`config.mk`:
```
export PLATFORM = sky130hd
export DESIGN_NAME = chisq_queue
export DESIGN_NICKNAME = d
export VERILOG_FILES = /design/src/sv/chisq_pkg.sv /design/src/sv/chisq_queue.sv
export SDC_FILE = /design/constraint.sdc
export NUM_CORES = 1
export LEC_CHECK = 0
export BUFFER_PORTS_ARGS = -buffer_cell sky130_fd_sc_hd__buf_4
export CAP_MARGIN = 20
export CELL_PAD_IN_SITES_DETAIL_PLACEMENT = 1
export CELL_PAD_IN_SITES_GLOBAL_PLACEMENT = 2
export CORE_UTILIZATION = 30
export CTS_BUF_LIST = sky130_fd_sc_hd__clkbuf_16
export DETAILED_ROUTE_END_ITERATION = 8
export PLACE_DENSITY = 0.69
export SETUP_SLACK_MARGIN = 0.02
export SLEW_MARGIN = 30
export SYNTH_ARGS = -nofsm -noshare
export SYNTH_HDL_FRONTEND = slang
export SYNTH_SLANG_ARGS = --single-unit
```
`constraint.sdc`:
```
create_clock -name clk -period 2.1 [get_ports clk]
set_clock_uncertainty 0.2 [all_clocks]
set_input_delay 0.315 -clock clk [delete_from_list [all_inputs] [get_ports clk]]
set_output_delay 0.315 -clock clk [all_outputs]
set_load 0.02 [all_outputs]
```
`src/sv/chisq_pkg.sv`:
```
// ----------------------------------------------------------------------------
// chisq_pkg
// Shared constants and width helpers for the 2x2 chi-square scoring block.
// ----------------------------------------------------------------------------
package chisq_pkg;

  // Default widths of the cell counts and of the score fraction.
  localparam int DEFAULT_COUNT_BITS = 16;
  localparam int DEFAULT_FRAC_BITS  = 16;

  // Number of entries in the queue between the front and the divider.
  localparam int QUEUE_DEPTH = 4;

  // Width of the scaled numerator N * (ad - bc)^2 * 2^FRAC_BITS.
  function automatic int num_bits(input int count_bits, input int frac_bits);
    return 5 * count_bits + 2 + frac_bits;
  endfunction

  // Width of the margin product (a+b)(c+d)(a+c)(b+d).
  function automatic int den_bits(input int count_bits);
    return 4 * count_bits + 4;
  endfunction

  // Width of the score, which never exceeds N * 2^FRAC_BITS.
  function automatic int score_bits(input int count_bits, input int frac_bits);
    return count_bits + 2 + frac_bits;
  endfunction

endpackage

```
`src/sv/chisq_queue.sv`:
```
// ----------------------------------------------------------------------------
// chisq_queue
// Small register FIFO that decouples the front end from the divider.
// ----------------------------------------------------------------------------
module chisq_queue
  import chisq_pkg::*;
#(
  parameter int WIDTH = 8,
  parameter int DEPTH = QUEUE_DEPTH
) (
  input  logic             clk,
  input  logic             rst,
  input  logic             push,
  input  logic [WIDTH-1:0] push_data,
  output logic             full,
  input  logic             pop,
  output logic [WIDTH-1:0] pop_data,
  output logic             empty
);

  localparam int PTR_W = (DEPTH > 1) ? $clog2(DEPTH) : 1;
  localparam int CNT_W = $clog2(DEPTH + 1);

  logic [WIDTH-1:0] entry [DEPTH];
  logic [PTR_W-1:0] wr_ptr, rd_ptr;
  logic [CNT_W-1:0] count;

  assign full     = (count == CNT_W'(DEPTH));
  assign empty    = (count == '0);
  assign pop_data = entry[rd_ptr];

  // Pointers and fill count.
  always_ff @(posedge clk) begin
    if (rst) begin
      wr_ptr <= '0;
      rd_ptr <= '0;
      count  <= '0;
    end else begin
      if (push) begin
        wr_ptr <= (wr_ptr == PTR_W'(DEPTH - 1)) ? '0 : wr_ptr + 1'b1;
      end
      if (pop) begin
        rd_ptr <= (rd_ptr == PTR_W'(DEPTH - 1)) ? '0 : rd_ptr + 1'b1;
      end
      if (push && !pop) begin
        count <= count + 1'b1;
      end else if (pop && !push) begin
        count <= count - 1'b1;
      end
    end
  end

  // Entry storage.
  always_ff @(posedge clk) begin
    if (push) begin
      entry[wr_ptr] <= push_data;
    end
  end

endmodule

```
==> Yosys cells after proc, flatten, opt, wreduce, memory -nomap -nowiden <==
Memories as Yosys holds them, arrays and structs flattened. A register that Yosys moved wholly into a read port is not among the register bits.
Cells that the tools add are included.
{ "classes": {"n_addsub": 4, "multipliers": 0, "n_div": 0, "order_cmp": 0, "eq_ne": 3, "n_shift": 0, "muxes": 8, "n_bitwise": 0, "reduce_logical": 6} }
{ "ops": {"columns": ["operator", "n"], "rows": [
  ["$mux 2", 4],
  ["$mux 3", 2],
  ["$add 2x1->2 const B", 2],
  ["$eq 2x2->1 const B", 2],
  ["$add 3x1->3 const B", 1],
  ["$eq 3x3->1 const B", 1],
  ["$logic_not 3->1", 1],
  ["$sub 3x1->3 const B", 1],
  ["$logic_and 1x1->1", 2],
  ["$logic_not 1->1", 2],
  ["$mux 1", 2],
  ["$reduce_bool 2->1", 1]
]} }
{ "totals": {"regBits": 7, "latch_bits": 0, "ram_bits": 32, "mem_bits_ro": 0, "in_bits": 12, "output_inout_bits": 10, "word_cells": 25, "memories": 1} }
{ "mem_list": {"columns": ["memory", "depth", "width", "rd", "rd_ports_with_merged_regs", "wr", "line_no", "source"], "rows": [
  ["entry", 4, 8, 1, 1, 1, "chisq_queue.sv:24", "logic [WIDTH-1:0] entry [DEPTH];"]
]} }

==> Logic depth before layout (Yosys ltp) <==
Gate-level depths: netlist of run 1.
{ "depth": {"word_depth": 4, "ltp_mapped": 7, "mapped_depth_nobuf": 7} }

==> Worst setup path after synthesis of run 1 <==
Ideal clock, no wire load.
{ "synth_path": {"kind": "input to register", "from": "input pop", "to": "register count[2]", "setup_time_ns": 0.070, "arrival_ns": 1.507, "required_time_ns": 1.830, "setup_slack_ns": 0.323, "cell_stages": 7, "n_path_buf": 0, "path_cell_list": "inv_1 -> ha_1 -> inv_1 -> fa_1 -> xor2_1 -> or3_1 -> a21oi_1"} }
{ "synth_between": {"elab_chain_cells": 3, "elab_cells_between_ends": 5, "classes_between": "mux: 1; reduce/logical: 4"} }
{ "synth_lines": {"columns": ["element", "line_no", "source"], "rows": [
  ["start, declared", "chisq_queue.sv:16", "input logic pop,"],
  ["$logic_not 1->1", "chisq_queue.sv:45", "if (push && !pop) begin"],
  ["$logic_and 1x1->1", "chisq_queue.sv:45", null],
  ["$mux 3 / $reduce_bool 2->1 (equally long branches)", null, null],
  ["end signal, assigned", "chisq_queue.sv:46", "count <= count + 1'b1;"],
  ["end signal, assigned", "chisq_queue.sv:48", "count <= count - 1'b1;"],
  ["end, declared", "chisq_queue.sv:26", "logic [CNT_W-1:0] count;"]
]} }
Parallel ways exist; a longest one is shown, timed or not.
A chain may end at the register's enable or synchronous reset.

==> qor.csv, run 1 <==
metric,value,unit
status,"finished, final reports clean",
leading post-synthesis cells by cell area,"edfxtp_1 (60%), dfxtp_1 (11%), mux4_2 (11%)",
synthesized cell area,0.00160,mm2
Post-Syn Instances,86,
max_cap viols,0,
ant diodes,0,
xor and xnor area share after synthesis,1.10,%
post-CTS resize count,0,
Area Overhead vs Synth,23.4,%
via/cell ratio,4.30,
fraction of power consumed by the clock network,37.6,%
"Net count, final",132,
clock root buffer master,clkbuf_16,
die area,0.00562,mm2
Worst Tran Pin Value,0.453,ns
top cell type's share of synthesized area,60.1,%
WP data required,1.58,ns
fin crit period,2.00,ns
layout cell share with drive strength beyond 1,31.6,%
final setup fails,0,
post-synthesis mux area share,13.8,%
CP arrival,1.48,ns
critical path type,flop to output port,
adder-cell share of the synthesized area,5.95,%
die width,75.0,um
Detailed Place HPWL,1810,um
power per cell area,966,mW/mm2
"most used cell, CP",buf_4,
switching share of total power,22.9,%
clock sink count,41,
Post-synth EDFFs,32,
CP Cell Sequence,buf_4 > mux4_2 > buf_4,
Static Leak,0.725,nW
post-route antenna net violation count,0,
P_int,1.47,mW
RSZ-0062 raised after global routing,false,
metal3 WL,158,um
core area,0.00511,mm2
Total Neg Setup Slack,0,ns
startpoint class of the critical path,flop,
Highest Signal Layer,met4,
"Net Count, Synth",105,
total CTS buffers,5,
hold_buf cts,0,
Post-route DRC,0,
hold depth,1,
cell count of the worst reg-to-reg path,4,
Max Fanout on Critical Path,8,
detailed-route wire length per cell,14.8,um
# fillers,532,
CTS tree,built,
initial antenna violation count,0,
Compound-Gate Fraction of Synth Area,0.940,%
post-synth top area cell,edfxtp_1,
Final Power,1.91,mW
Synth warnings,0,
final hold vios,0,
Post CTS Setup Buffer Count,0,
drt first pass iters,4,
Top-Level Pins,22,
post-synthesis simple-gate area fraction,4.86,%
ys flop type,edfxtp_1,
GP Congestion,0.696,
post-synthesis sequential area ratio,71.4,%
WL met2,1380,um
Gate power share,12.3,%
grt ovf,0,
DRT met1 WL,1150,um
CTS Buffer Depth,2,
sequential share of power,50.0,%
Max Freq,500,MHz
max-slew violation count,0,
largest family of logic cells by synthesized area,multiplexers,
Tot GR Track Use,11.3,%
Initial Utilization,31.3,%
Final period util,95.2,%
Worst setup EP type,output port,
clk slew on worst S/H paths,0.06,ns
slew margin rel.,69.8,%
worst hold path class,input pin to flop,
total wire length,2730,um
Worst path slowest cell,mux4_2,
Switch Pwr,0.437,mW
first-pass GRT wire length,4280,um
total number of vias,792,
row cnt,26,
Yosys reg bits,41,
I/O Buffers,21,
async set or reset register ratio after synthesis,0,%
Synth Area per Inst,18.6,um2
clock latency on the worst-skew pair,0.28,ns
pin count of the biggest net entering global routing,13,
Post-synth top cells,"edfxtp_1 (32), dfxtp_1 (9), mux4_2 (8)",
synth unique cells,17,
initial DRC count,46,
htree depth,2,
most frequent cell after synthesis,edfxtp_1,
chip height,75.0,um
VDD IR max,0.370,mV
vias in the first global route,841,
largest stage delay on the critical path,0.52,ns
==> layout make-up <==
| type | instances | area [um2] | share of cell area, % |
|---|---|---|---|
| sequential | 41 | 1140 | 57.9 |
| multi-input combinational | 39 | 425 | 21.6 |
| timing repair buffer | 22 | 165 | 8.38 |
| clock buffer | 5 | 125 | 6.35 |
| tap | 70 | 87.6 | 4.44 |
| inverter | 4 | 15.0 | 0.761 |
| clock inverter | 3 | 12.5 | 0.635 |
==> routing by layer <==
layer,GRT usage (%),vias to the layer above
li1,-,378
met1,12.5,390
met2,18.7,22
met3,5.22,2
met4,5.03,0
met5,0,-
==> sequential cells by signal, summed over array words and instances (netlist names), named ones only <==
register	count
entry	32
count	3
rd_ptr	2
wr_ptr	2
==> cells by family (layout without fill, tap and decap cells) <==
group,after synthesis,in the layout
and+or+nand+nor,15,15
AOI/OAI and AO/OA,3,3
muxes,12,12
DFF,41,41
adders and majority gates,7,7
buffers and inverters,6,34
xor gates and xnor gates,2,2
==> path summary, 6_finish.rpt <==
kind            endpoint  slack (ns)    startpoint
min reg2reg         flop        0.37     rd_ptr[0]
max reg2reg     count[2]        0.34      count[0]
max          pop_data[5]        0.10          flop
min          entry[2][2]        0.04  push_data[2]
==> power groups by stage <==
stage	clock, mW	combinational (mW)	sequential [mW]
final	0.717	0.235	0.953
after global routing	0.780	0.259	0.959
after CTS	0.751	0.242	0.955
after detailed placement	0	0.237	0.971
after global placement	0	0.233	0.968
after floorplan	0	0.150	0.959
==> through the flow <==
stage	hold WS [ns]	setup slack, ns	instances	utilization [%]	cell area, um2
2_1_floorplan	0.184	0.323	86	-	1600
3_3_place_gp	0.285	0.155	176	35.9	1830
3_5_place_dp	0.322	0.0909	176	35.9	1830
4_1_cts	0.0249	0.0685	184	38.6	1970
5_1_grt	0.0228	0.0295	184	38.6	1970
6_report	0.0353	0.102	184	38.6	1970
==> placed cells by master (no fill, tap or decap) <==
cell,n
or3_1,1
nor3b_1,2
o21ai_0,1
dfxtp_1,9
clkinv_2,1
clkinv_1,2
mux2i_1,4
xor2_1,2
buf_4,22
clkbuf_16,5
inv_1,4
ha_1,6
fa_1,1
edfxtp_1,32
nor3_1,1
a21oi_1,2
and2_1,4
nor2_1,7
mux4_2,8
==> critical path, delay by kind of cell (launching register included) <==
kind                   cells  cell delay, ns
muxes                      1            0.52
DFF                        1            0.30
buffers and inverters      2            0.37
(Power assumes the default switching activity.)
==> inputs of run 2 (changes only) <==
--- a/config.mk
+++ b/config.mk
@@ -9,6 +9,7 @@
 export CAP_MARGIN = 20
 export CELL_PAD_IN_SITES_DETAIL_PLACEMENT = 1
 export CELL_PAD_IN_SITES_GLOBAL_PLACEMENT = 2
+export CORE_ASPECT_RATIO = 0.75
 export CORE_UTILIZATION = 30
 export CTS_BUF_LIST = sky130_fd_sc_hd__clkbuf_16
 export DETAILED_ROUTE_END_ITERATION = 8
==> run 2 against run 1 <==
Sequential power about the same. Final cell count increased by 1.1%. Flip-flop and latch count unchanged. Fmax increased by 0.58%. Design area increased by 1.8%. Non-clock buffer count unchanged. Core utilization increased by 1.5 points. Count of clock-buffer cells in the layout unchanged. First-iteration DRC count decreased by 41%. Global-route usage decreased by 0.65 points. Sequential share of layout area decreased by 1.0 points. Combinational power about the same. Critical path type unchanged. Highest routed layer unchanged.
==> qor.csv, run 2 (same netlist as run 1, synthesis figures left out) <==
metric,value,unit
Post CTS Setup Buffer Count,0,
total number of vias,809,
Area Overhead vs Synth,25.6,%
reg-to-reg setup timing slack,0.44,ns
largest reg by FF count,entry,
clk slew on worst S/H paths,0.06,ns
Largest register FFs,32,
Placed Cells,178,
Worst setup EP type,output port,
sequential share of power,47.0,%
startpoint class of the critical path,flop,
"Net count, final",132,
final core occ,40.1,%
WHS Endpoint,entry[1][5],
Largest regs,"entry: 32 flops, count: 3 flops",
pin count of the biggest net entering global routing,14,
Final WS setup,0.113,ns
Top-Level Pins,22,
GP Congestion,0.727,
Static Leak,0.735,nW
clock root buffer master,clkbuf_16,
Initial Utilization,31.9,%
hold_buf cts,0,
fraction of power consumed by the clock network,41.4,%
power per cell area,1010,mW/mm2
clock latency on the worst-skew pair,0.28,ns
max-slew violation count,0,
Total Neg Setup Slack,0,ns
Worst Tran Pin Value,0.465,ns
htree depth,2,
via/cell ratio,4.35,
P_int,1.60,mW
first-pass GRT wire length,4300,um
"most common cell after layout, fill and taps aside",edfxtp_1,
Final period util,94.6,%
CP arrival,1.47,ns
total wire length,2620,um
FF-to-FF Start,count[0],
CTS Buffer Depth,2,
row cnt,22,
ant diodes,0,
die area,0.00562,mm2
Min-Delay Startpoint,push_data[5],
Tot GR Track Use,10.7,%
initial antenna violation count,0,
post-route insts no fill,186,
detailed-route wire length per cell,14.1,um
pre-CTS WS,0.104,ns
Gate power share,11.6,%
final hold vios,0,
initial DRC count,27,
slew margin rel.,69.0,%
clock sink count,41,
Max Freq,503,MHz
RSZ-0062 raised after global routing,false,
critical path type,flop to output port,
most frequent cells in the layout,"edfxtp_1 (32), buf_4 (21), dfxtp_1 (9), mux4_2 (8), nor2_1 (7)",
layout cell share with drive strength beyond 1,32.5,%
hold depth,1,
post-route antenna net violation count,0,
cell count of the worst reg-to-reg path,4,
fin crit period,1.99,ns
R2R Path End,count[2],
worst hold path class,input pin to flop,
Max Fanout on Critical Path,8,
max_cap viols,0,
vias in the first global route,864,
switching share of total power,21.4,%
total CTS buffers,5,
Post-route DRC,0,
chip height,65.2,um
core area,0.00501,mm2
status,"finished, final reports clean",
grt ovf,0,
die width,86.3,um
# fillers,512,
final setup fails,0,
I/O Buffers,21,
drt first pass iters,3,
Switch Pwr,0.435,mW
CTS tree,built,
VDD IR max,0.701,mV
Detailed Place HPWL,1870,um
WP data required,1.58,ns
Final Power,2.03,mW
[run 2: cell count changes in the layout (fill, tap and decap cells not counted), sizes merged]
cell / change
clkinv: -2
clkinvlp: +1
bufinv: +1
[run 2: through the flow]
step	hold WS (ns)	cell area (um2)
final	0.0407	2010
after detailed placement	0.319	1840
after CTS	0.0356	2000
after global routing	0.0372	2010
after global placement	0.280	1840
after floorplan	0.184	1600
[run 2: worst max-delay path, stage by stage (launching register included)]
cell     delay, ns
dfxtp_1       0.32
buf_6         0.17
mux4_2        0.53
buf_4         0.18
[run 2: layout make-up]
type	instances	area [um2]	share of cell area (%)
Timing Repair Buffer	22	169	8.42
Tap cell	72	90.1	4.49
Inverter	4	15.0	0.748
Sequential cell	41	1140	56.9
Clock buffer	5	125	6.23
Clock inverter	3	41.3	2.06
Multi-Input combinational cell	39	425	21.2
[run 2: power groups by stage]
stage	Sequential (mW)	Combinational, mW	Clock, mW
floorplan	0.959	0.150	0
global placement	0.967	0.231	0
detailed placement	0.971	0.239	0
CTS	0.954	0.241	0.856
global route	0.961	0.261	0.885
finish	0.954	0.236	0.841
[run 2: how the worst max path moves through the flow]
stage | start | cells past startpoint | slack (ns) | to
2_1_floorplan | pop | 7 | 0.32 | count[2]
3_3_place_gp | pop | 8 | 0.14 | count[2]
3_5_place_dp | pop | 8 | 0.10 | count[2]
4_1_cts | flop | 3 | 0.06 | pop_data[3]
5_1_grt | flop | 3 | 0.05 | pop_data[3]
6_report | flop | 3 | 0.11 | pop_data[3]
[run 2: timing repair]
item | 4_1_cts | 5_1_grt
endpoints found under the setup margin | 0 | 1
hold endpoints to repair | 0 | 0
resized for setup | 0 | 1
[run 2: routing by layer]
layer | vias to the layer above | wire length (um) | global-route usage (%) | share of wire [%]
li1 | 380 | - | - | -
met1 | 411 | 1260 | 13.1 | 48
met2 | 16 | 1260 | 17.8 | 48
met4 | 0 | 8 | 3.13 | 0.30
met3 | 2 | 91 | 3.89 | 3.5
met5 | - | 0 | 0 | 0
